$ cat src/hdl/cfr_pkg.sv
`default_nettype none

package cfr_pkg;

	localparam int FRAMES_DEF = 64;
	localparam int OWNER_BITS_DEF = 8;

	localparam int OP_W = 3;
	localparam int OWNER_W = 8;
	localparam int SLOT_FIELD_W = 6;
	localparam int STATUS_W = 2;
	localparam int POOL_CFG_W = 7;

	localparam logic [POOL_CFG_W-1:0] POOL_RESET = 7'd64;

	localparam logic [OP_W-1:0] OP_ALLOC   = 3'd0;
	localparam logic [OP_W-1:0] OP_FREE    = 3'd1;
	localparam logic [OP_W-1:0] OP_DESTROY = 3'd2;
	localparam logic [OP_W-1:0] OP_REF     = 3'd3;
	localparam logic [OP_W-1:0] OP_MARK    = 3'd4;

	localparam logic [STATUS_W-1:0] STS_DONE     = 2'd0;
	localparam logic [STATUS_W-1:0] STS_EVICT    = 2'd1;
	localparam logic [STATUS_W-1:0] STS_NO_FRAME = 2'd2;
	localparam logic [STATUS_W-1:0] STS_NO_MATCH = 2'd3;

	// Controller states; the datapath receives the same code as its mode.
	localparam int MODE_W = 3;
	localparam logic [MODE_W-1:0] MODE_CLEAR   = 3'd0;
	localparam logic [MODE_W-1:0] MODE_IDLE    = 3'd1;
	localparam logic [MODE_W-1:0] MODE_FIND    = 3'd2;
	localparam logic [MODE_W-1:0] MODE_SWEEP   = 3'd3;
	localparam logic [MODE_W-1:0] MODE_DESTROY = 3'd4;
	localparam logic [MODE_W-1:0] MODE_SINGLE  = 3'd5;

	typedef struct packed {
		logic [OP_W-1:0]         operation;
		logic [OWNER_W-1:0]      owner;
		logic [SLOT_FIELD_W-1:0] frame_slot;
		logic                    write_access;
	} cfr_in_t;

	typedef struct packed {
		logic [STATUS_W-1:0]     status;
		logic [SLOT_FIELD_W-1:0] granted_slot;
		logic [OWNER_W-1:0]      victim_owner;
		logic                    victim_dirty;
	} cfr_out_t;

	typedef struct packed {
		logic [MODE_W-1:0] mode;
		logic              accept;
		logic              step;
		logic              restart;
	} cfr_cmd_t;

	typedef struct packed {
		logic done;
		logic find_miss;
		logic clear_end;
		logic out_busy;
	} cfr_stat_t;

endpackage

`default_nettype wire

$ cat src/hdl/cfr_ctrl.sv
`default_nettype none

module cfr_ctrl (
	input  logic                     clk,
	input  logic                     arst_n,
	input  logic                     in_valid,
	input  logic [cfr_pkg::OP_W-1:0] in_operation,
	output logic                     in_stall,
	output cfr_pkg::cfr_cmd_t        cmd,
	input  cfr_pkg::cfr_stat_t       stat
);
	import cfr_pkg::*;

	logic [MODE_W-1:0] state_q;
	logic [MODE_W-1:0] state_d;

	always_comb begin
		cmd = '0;
		cmd.mode = state_q;
		state_d = state_q;
		case (state_q)
			MODE_CLEAR: begin
				cmd.step = 1'b1;
				if (stat.clear_end) begin
					state_d = MODE_IDLE;
				end
			end
			MODE_IDLE: begin
				if (in_valid) begin
					cmd.accept = 1'b1;
					case (in_operation)
						OP_ALLOC:   state_d = MODE_FIND;
						OP_DESTROY: state_d = MODE_DESTROY;
						default:    state_d = MODE_SINGLE;
					endcase
				end
			end
			MODE_FIND, MODE_SWEEP, MODE_DESTROY, MODE_SINGLE: begin
				// A finished transaction waits here while the output register is still full.
				cmd.step = !(stat.done && stat.out_busy);
				if (state_q == MODE_FIND && stat.find_miss) begin
					cmd.restart = 1'b1;
					state_d = MODE_SWEEP;
				end else if (stat.done && !stat.out_busy) begin
					state_d = MODE_IDLE;
				end
			end
			default: state_d = MODE_IDLE;
		endcase
	end

	always_ff @(posedge clk or negedge arst_n) begin
		if (!arst_n) begin
			state_q <= MODE_CLEAR;
		end else begin
			state_q <= state_d;
		end
	end

	assign in_stall = (state_q != MODE_IDLE);

endmodule

`default_nettype wire

$ cat src/hdl/cfr_datapath.sv
`default_nettype none

module cfr_datapath #(
	parameter int FRAMES     = cfr_pkg::FRAMES_DEF,
	parameter int OWNER_BITS = cfr_pkg::OWNER_BITS_DEF
) (
	input  logic                           clk,
	input  logic                           arst_n,
	input  cfr_pkg::cfr_cmd_t              cmd,
	output cfr_pkg::cfr_stat_t             stat,
	input  cfr_pkg::cfr_in_t               in_data,
	input  logic                           cfg_wr_en,
	input  logic [cfr_pkg::POOL_CFG_W-1:0] cfg_wr_data,
	output logic                           out_valid,
	input  logic                           out_stall,
	output cfr_pkg::cfr_out_t              out_data
);
	import cfr_pkg::*;

	localparam int SLOT_W = $clog2(FRAMES);
	localparam int POOL_W = $clog2(FRAMES + 1);
	localparam int CMP_W = (POOL_W > POOL_CFG_W) ? POOL_W : POOL_CFG_W;
	localparam int SCMP_W = (POOL_W > SLOT_FIELD_W) ? POOL_W : SLOT_FIELD_W;
	localparam int CNT_W = $clog2(2 * FRAMES);
	localparam logic [SLOT_W-1:0] SLOT_LAST = SLOT_W'(FRAMES - 1);

	typedef struct packed {
		logic in_use;
		logic loaded;
		logic accessed;
		logic dirty;
	} cfr_flags_t;

	cfr_flags_t flag_mem [FRAMES];
	logic [OWNER_BITS-1:0] owner_mem [FRAMES];

	logic [POOL_CFG_W-1:0] pool_cfg_q;
	cfr_in_t               item_q;
	logic [SLOT_W-1:0]     rp_q;
	logic                  ev_q;
	logic [SLOT_W-1:0]     ev_slot_q;
	logic [CNT_W-1:0]      cnt_q;
	logic [SLOT_W-1:0]     hand_q;
	cfr_flags_t            rd_flags_q;
	logic [OWNER_BITS-1:0] rd_owner_q;
	logic                  out_valid_q;
	cfr_out_t              out_q;

	logic [CMP_W-1:0]      cfg_ext;
	logic [POOL_W-1:0]     pool;
	logic [SLOT_W-1:0]     last;
	logic [SLOT_W-1:0]     h0;
	logic [SLOT_W-1:0]     wrap_last;
	logic [SLOT_W-1:0]     rp_next;
	logic [SLOT_W-1:0]     hand_next;
	logic [SLOT_W-1:0]     start_slot;
	logic [CNT_W-1:0]      cnt_last;
	logic [OWNER_BITS-1:0] who;
	logic                  in_slot_ok;
	logic                  slot_ok;
	logic                  owner_hit;
	logic                  cand;
	logic                  re;
	logic                  wr_en;
	logic                  own_en;
	logic                  we;
	logic                  own_we;
	logic [SLOT_W-1:0]     wr_addr;
	cfr_flags_t            wr_flags;
	logic                  done;
	logic                  find_miss;
	logic                  hand_load;
	cfr_out_t              res;

	// Effective pool size, clamped to one through FRAMES.
	always_comb begin
		cfg_ext = CMP_W'(pool_cfg_q);
		if (cfg_ext == '0) begin
			pool = POOL_W'(1);
		end else if (cfg_ext > CMP_W'(FRAMES)) begin
			pool = POOL_W'(FRAMES);
		end else begin
			pool = POOL_W'(cfg_ext);
		end
	end

	assign last = SLOT_W'(pool - POOL_W'(1));
	assign h0 = (hand_q > last) ? '0 : hand_q;
	assign cnt_last = CNT_W'({pool, 1'b0} - 1'b1);
	assign wrap_last = (cmd.mode == MODE_FIND || cmd.mode == MODE_SWEEP) ? last : SLOT_LAST;
	assign rp_next = (rp_q == wrap_last) ? '0 : rp_q + SLOT_W'(1);
	assign hand_next = (ev_slot_q == last) ? '0 : ev_slot_q + SLOT_W'(1);

	assign in_slot_ok = SCMP_W'(in_data.frame_slot) < SCMP_W'(FRAMES);
	assign slot_ok = SCMP_W'(item_q.frame_slot) < SCMP_W'(FRAMES);
	assign start_slot = (in_data.operation == OP_ALLOC || in_data.operation == OP_DESTROY ||
		!in_slot_ok) ? '0 : SLOT_W'(in_data.frame_slot);

	assign who = OWNER_BITS'(item_q.owner);
	assign owner_hit = (rd_owner_q == who);
	assign cand = rd_flags_q.in_use && rd_flags_q.loaded;
	assign re = cmd.step && (cmd.mode inside {MODE_FIND, MODE_SWEEP, MODE_DESTROY, MODE_SINGLE});

	always_comb begin
		wr_en = 1'b0;
		own_en = 1'b0;
		wr_flags = '0;
		done = 1'b0;
		find_miss = 1'b0;
		hand_load = 1'b0;
		res = '0;
		res.status = STS_DONE;
		case (cmd.mode)
			MODE_CLEAR: begin
				wr_en = 1'b1;
			end
			MODE_FIND: begin
				if (ev_q) begin
					if (!rd_flags_q.in_use) begin
						wr_en = 1'b1;
						own_en = 1'b1;
						wr_flags.in_use = 1'b1;
						done = 1'b1;
						res.granted_slot = SLOT_FIELD_W'(ev_slot_q);
					end else if (ev_slot_q == last) begin
						find_miss = 1'b1;
					end
				end
			end
			MODE_SWEEP: begin
				if (ev_q) begin
					if (cand && !rd_flags_q.accessed) begin
						wr_en = 1'b1;
						own_en = 1'b1;
						wr_flags.in_use = 1'b1;
						done = 1'b1;
						hand_load = 1'b1;
						res.status = STS_EVICT;
						res.granted_slot = SLOT_FIELD_W'(ev_slot_q);
						res.victim_owner = OWNER_W'(rd_owner_q);
						res.victim_dirty = rd_flags_q.dirty;
					end else begin
						if (cand) begin
							wr_en = 1'b1;
							wr_flags = rd_flags_q;
							wr_flags.accessed = 1'b0;
						end
						// After two full rounds the hand is back where it started.
						if (cnt_q == cnt_last) begin
							done = 1'b1;
							hand_load = 1'b1;
							res.status = STS_NO_FRAME;
						end
					end
				end
			end
			MODE_DESTROY: begin
				if (ev_q) begin
					wr_en = rd_flags_q.in_use && owner_hit;
					done = (ev_slot_q == SLOT_LAST);
				end
			end
			MODE_SINGLE: begin
				if (ev_q) begin
					done = 1'b1;
					wr_flags = rd_flags_q;
					case (item_q.operation)
						OP_FREE: begin
							if (slot_ok && rd_flags_q.in_use && owner_hit) begin
								wr_en = 1'b1;
								wr_flags = '0;
							end else begin
								res.status = STS_NO_MATCH;
							end
						end
						OP_REF: begin
							wr_en = slot_ok && rd_flags_q.in_use;
							wr_flags.accessed = 1'b1;
							wr_flags.dirty = rd_flags_q.dirty || item_q.write_access;
						end
						OP_MARK: begin
							wr_en = slot_ok && rd_flags_q.in_use;
							wr_flags.loaded = 1'b1;
						end
						default: wr_en = 1'b0;
					endcase
				end
			end
			default: done = 1'b0;
		endcase
	end

	assign wr_addr = (cmd.mode == MODE_CLEAR) ? rp_q : ev_slot_q;
	assign we = wr_en && cmd.step;
	assign own_we = own_en && cmd.step;

	always_ff @(posedge clk or negedge arst_n) begin
		if (!arst_n) begin
			pool_cfg_q <= POOL_RESET;
			rp_q <= '0;
			ev_q <= 1'b0;
			cnt_q <= '0;
			hand_q <= '0;
			out_valid_q <= 1'b0;
		end else begin
			if (cfg_wr_en) begin
				pool_cfg_q <= cfg_wr_data;
			end
			if (cmd.accept) begin
				rp_q <= start_slot;
				ev_q <= 1'b0;
				cnt_q <= '0;
			end else if (cmd.restart) begin
				rp_q <= h0;
				ev_q <= 1'b0;
				cnt_q <= '0;
			end else if (cmd.step) begin
				rp_q <= rp_next;
				ev_q <= re;
				if (ev_q && cmd.mode == MODE_SWEEP) begin
					cnt_q <= cnt_q + CNT_W'(1);
				end
			end
			if (cmd.step && hand_load) begin
				hand_q <= hand_next;
			end
			if (cmd.step && done) begin
				out_valid_q <= 1'b1;
			end else if (!out_stall) begin
				out_valid_q <= 1'b0;
			end
		end
	end

	always_ff @(posedge clk) begin
		if (cmd.accept) begin
			item_q <= in_data;
		end
		if (re) begin
			ev_slot_q <= rp_q;
		end
		if (cmd.step && done) begin
			out_q <= res;
		end
	end

	// Frame table; a read of the entry being written returns the new contents.
	always_ff @(posedge clk) begin
		if (we) begin
			flag_mem[wr_addr] <= wr_flags;
		end
		if (re) begin
			rd_flags_q <= (we && wr_addr == rp_q) ? wr_flags : flag_mem[rp_q];
		end
	end

	always_ff @(posedge clk) begin
		if (own_we) begin
			owner_mem[wr_addr] <= who;
		end
		if (re) begin
			rd_owner_q <= (own_we && wr_addr == rp_q) ? who : owner_mem[rp_q];
		end
	end

	assign stat.done = done;
	assign stat.find_miss = find_miss;
	assign stat.clear_end = (rp_q == SLOT_LAST);
	assign stat.out_busy = out_valid_q && out_stall;

	assign out_valid = out_valid_q;
	assign out_data = out_q;

endmodule

`default_nettype wire

$ cat src/hdl/clock_frame_replacement_core.sv
`default_nettype none

// Frame table with second-chance clock replacement. One transaction is worked on at a time;
// the frame table sits in a single-port-read memory, so slots are visited one at a time.
// After reset the block clears every slot of the table with in_stall high. Free, reference,
// mark loaded and unknown operations visit one slot; destroy visits every slot. Allocate
// scans the pool from slot 0 up to the lowest free slot; when the pool is full it scans the
// whole pool and then runs a clock sweep of up to two full rounds of the pool, ending early
// at the first loaded slot whose accessed bit is clear. A finished result sits in an output
// register, so the next transaction can be accepted and worked on while it waits; a
// transaction that finishes while that register is still full holds until it empties.
module clock_frame_replacement_core #(
	parameter int FRAMES     = cfr_pkg::FRAMES_DEF,
	parameter int OWNER_BITS = cfr_pkg::OWNER_BITS_DEF
) (
	input  logic                           clk,
	input  logic                           arst_n,
	input  logic                           in_valid,
	output logic                           in_stall,
	input  cfr_pkg::cfr_in_t               in_data,
	output logic                           out_valid,
	input  logic                           out_stall,
	output cfr_pkg::cfr_out_t              out_data,
	input  logic                           cfg_wr_en,
	input  logic [cfr_pkg::POOL_CFG_W-1:0] cfg_wr_data
);
	import cfr_pkg::*;

	cfr_cmd_t  cmd;
	cfr_stat_t stat;

	cfr_ctrl u_ctrl (
		.clk          (clk),
		.arst_n       (arst_n),
		.in_valid     (in_valid),
		.in_operation (in_data.operation),
		.in_stall     (in_stall),
		.cmd          (cmd),
		.stat         (stat)
	);

	cfr_datapath #(
		.FRAMES     (FRAMES),
		.OWNER_BITS (OWNER_BITS)
	) u_datapath (
		.clk         (clk),
		.arst_n      (arst_n),
		.cmd         (cmd),
		.stat        (stat),
		.in_data     (in_data),
		.cfg_wr_en   (cfg_wr_en),
		.cfg_wr_data (cfg_wr_data),
		.out_valid   (out_valid),
		.out_stall   (out_stall),
		.out_data    (out_data)
	);

endmodule

`default_nettype wire

$ cat config.mk
export PLATFORM = sky130hd
export DESIGN_NAME = clock_frame_replacement_core
export DESIGN_NICKNAME = d
export VERILOG_FILES = /design/src/hdl/cfr_pkg.sv /design/src/hdl/cfr_ctrl.sv /design/src/hdl/cfr_datapath.sv /design/src/hdl/clock_frame_replacement_core.sv
export SDC_FILE = /design/constraint.sdc
export NUM_CORES = 1
export LEC_CHECK = 0
export ABC_AREA = 1
export BUFFER_PORTS_ARGS = -buffer_cell sky130_fd_sc_hd__clkbuf_2
export CORE_AREA = 4 4 242 244
export DETAILED_ROUTE_END_ITERATION = 8
export DIE_AREA = 0 0 246 248
export PLACE_DENSITY = 0.76
export SLEW_MARGIN = 20
export SYNTH_ARGS = -nofsm -noshare
export SYNTH_HDL_FRONTEND = slang
export SYNTH_SLANG_ARGS = --single-unit
$ cat constraint.sdc
create_clock -name clk -period 6.6 [get_ports clk]
set_input_delay 0.66 -clock clk [delete_from_list [all_inputs] [get_ports clk]]
set_output_delay 0.66 -clock clk [all_outputs]
set_load 0.01 [all_outputs]
==> run summary <==
Status - finished, final reports clean
Yosys cell types - 44
H-tree depth - 3
Post-synthesis sequential area ratio - 0.716
TritonCTS clock tree - built
Largest net degree at the start of global routing - 209
IO Pins - 49
Setup Buffers After CTS - 0
DRT iter0 DRCs - 3568
Worst path max stage delay - 0.80 ns
Hold Crit Class - input port to async pin
Crit path launch type - register
DIE AREA - 61000 µm²
Crit path max fanout - 64
Crit-path most repeated cell - nand2_1
Slew HR - 0.298
Fin. max-slew vios - 0
Die width - 246 µm
Post-Syn Area - 35300 µm²
Yosys reg bits - 846
Top cells by area, synth - edfxtp_1 (69%), nor2_1 (6.9%), o21ai_0 (6.6%), nand2_1 (3.3%), o22ai_1 (2.9%)
Cell Chain, Critical Path - nor2_1, nand3_2, nand2_2, nand2_2, ha_1, nand3b_1, nand2_1, nand2_1, nand3_1, nor2_1, nand4_1, nor2_1, nand2_1, nand2_1, nand2_1, nand2_2, nand2_4, nand2_4, nor2_1
Rows - 87
Crit share post-route - 0.656
Detailed placement HPWL - 60000 µm
Gr usage total - 0.316
Final hold violation count - 0
Overflow after GRT - 0
Critical Path AT - 4.60 ns
PostCTS Resize Cnt - 0
TritonCTS buffer count - 81
CTS root buffer - clkbuf_16
Syn_area_per_cell - 11.9 µm²
Clock Latency Late Sink - 0.64 ns
Sink Count - 846
Vias in the first global route - 23700
Cells after synthesis - 2976
Power Total - 10.5 mW
Clock Tree Buf Depth - 3
Synth area leader - edfxtp_1
Share of cells above drive strength 1 - 0.0855
Maximum vdd drop - 0.000217 V
F_max - 0.231 GHz
Final min period - 4.33 ns
I/O Buffers - 48
CP max-delay cell - nor2_1
CP Capture Type - register
Clock transition at path regs - 0.06 ns
Initial core utilization - 0.627
Leak - 12.5 nW
DIE HEIGHT - 248 µm
Synthesis Warnings - 0
Final wirelength - 96300 µm
Setup CP Type - register to register
Critical Path RT - 6.87 ns
Detail Route Antenna Nets - 0
Power per cell area - 272 nW/µm²
Initial antenna violation count - 0
CORE AREA - 56300 µm²
Layout Nets - 2993
Global-route wire length before repair - 144000 µm
Fin Setup TNS - 0 ns
Hold Buf Count CTS - 0
Mapped Nets - 3016
DRC viols - 0
WL/cell - 25.5 µm
Drt pass-1 iters - 7
RSZ-0062 raised after global routing - false
Antenna diodes - 0
Worst Clk Skew - 0.0153 ns
GP Congestion - 0.969
Syn-to-layout area delta - 9.72%
Vias post-DR - 24700
Tightest Pin Transition - 1.05 ns
Synth top area share - 0.694
Setup violators final - 0
MaxCap Viol Count - 0
Vias per Instance - 6.54
==> flip-flops by register name (all words and copies together), names as in the netlist <==
| name | count |
|---|---|
| u_datapath.owner_mem | 512 |
| u_datapath.flag_mem | 256 |
| u_datapath.out_data | 17 |
| u_datapath.rd_owner_q | 8 |
| u_datapath.who | 8 |
| u_datapath.cfg_ext | 7 |
| u_datapath.cnt_q | 7 |
| u_datapath.ev_slot_q | 6 |
| u_datapath.hand_q | 6 |
| u_datapath.rp_q | 6 |
| u_datapath.item_q | 4 |
| u_datapath.rd_flags_q | 4 |
| u_ctrl.state_q | 3 |
| u_datapath.ev_q | 1 |
| u_datapath.out_valid | 1 |
==> cell usage after synthesis (all sizes together) <==
master,count
inv,78
a31oi,2
nand3,60
or3b,1
edfxtp,815
dfrtp,30
clkbuf,159
xor2,12
dfstp,1
or2,1
a21oi,13
nor4,2
clkinv,2
a22oi,1
a211oi,1
ha,10
o21ai,485
xnor2,5
mux2,3
a21boi,1
nand4,18
o221ai,60
nand2,318
o22ai,162
buf,28
nand3b,5
o21a,1
nor3,5
nor2,655
o211ai,41
o31ai,1
==> where the power goes <==
part | leakage (nW) | internal, mW | switching, mW | total (mW)
Clock | 1.29 | 2.69 | 1.98 | 4.66
Combinational | 3.69 | 0.0270 | 0.0523 | 0.0793
Sequential | 7.52 | 5.80 | 0.00422 | 5.80
==> metrics by stage <==
step	hold WS [ns]	setup slack, ns	util	cell area [µm²]	cells
final	0.118	2.27	0.688	38700	3773
after global routing	0.172	1.90	0.688	38700	3773
after CTS	0.125	2.31	0.688	38700	3773
after detailed placement	0.501	2.31	0.641	36100	3626
after global placement	0.500	2.41	0.641	36100	3626
after floorplan	0.364	1.61	-	35300	2976
==> layer usage <==
metal / vias to the layer above / GRT usage / share of wire
li1: 10800 / - / -
met4: 0 / 0.173 / 0.064
met5: - / 0 / 0
met3: 335 / 0.0749 / 0.11
met2: 1718 / 0.490 / 0.46
met1: 11800 / 0.419 / 0.37
==> logic make-up (layout without fill, tap and decap cells) <==
kind of cell / Yosys count / after routing / share of synthesized area
DFF: 846 / 846 / 0.716
muxes: 3 / 3 / 0.000957
buffers and inverters: 267 / 308 / 0.0301
and+or+nand+nor: 1065 / 1065 / 0.121
adders and majority gates: 10 / 10 / 0.00355
xor gates and xnor gates: 17 / 17 / 0.00422
AOI/OAI and AO/OA: 768 / 768 / 0.125
==> critical path, delay by kind of cell, from the launching register on <==
| kind | cells | cell delay, ns |
|---|---|---|
| fa+ha+maj | 1 | 0.25 |
| flops | 1 | 0.45 |
| simple gates | 18 | 3.20 |
==> cell type report <==
type	instances	area, µm²
multi-input combinational	1863	9030
clock inverter	45	502
timing repair buffer	81	504
fill	3866	17600
sequential	846	25300
tap	756	946
inverter	80	313
clock buffer	102	2160
==> final timing paths <==
check | start | end | slack (ns) | cells past startpoint
min in group clk | in_data[9] | u_datapath.who[2] | 0.20 | 1
worst min-delay path | arst_n | u_ctrl.state_q[2] | 0.12 | 1
worst max register to register | u_datapath.cfg_ext[2] | u_datapath.owner_mem[10][5] | 2.27 | 19
worst max-delay path | u_datapath.cfg_ext[2] | u_datapath.owner_mem[10][5] | 2.27 | 19
max in group asynchronous | arst_n | u_datapath.rp_q[0] | 5.86 | 1
worst min register to register | u_datapath.cnt_q[6] | u_datapath.cnt_q[6] | 0.51 | 2
==> placed cells by master, fill, tap and decap left out, drive strengths merged <==
cell type	instances
a22oi	1
nand4	18
clkinv	28
a21oi	13
buf	33
o221ai	60
o21ai	485
dfstp	1
nor2	655
ha	10
dfrtp	30
o21a	1
bufinv	9
clkbuf	150
nor4	2
or2	1
xor2	12
or3b	1
a211oi	1
edfxtp	815
nor3	5
mux2	3
o31ai	1
o211ai	41
a21boi	1
nand3b	5
clkinvlp	5
xnor2	5
a31oi	2
inv	83
nand2	318
o22ai	162
nand3	60
(Power assumes the default switching activity.)
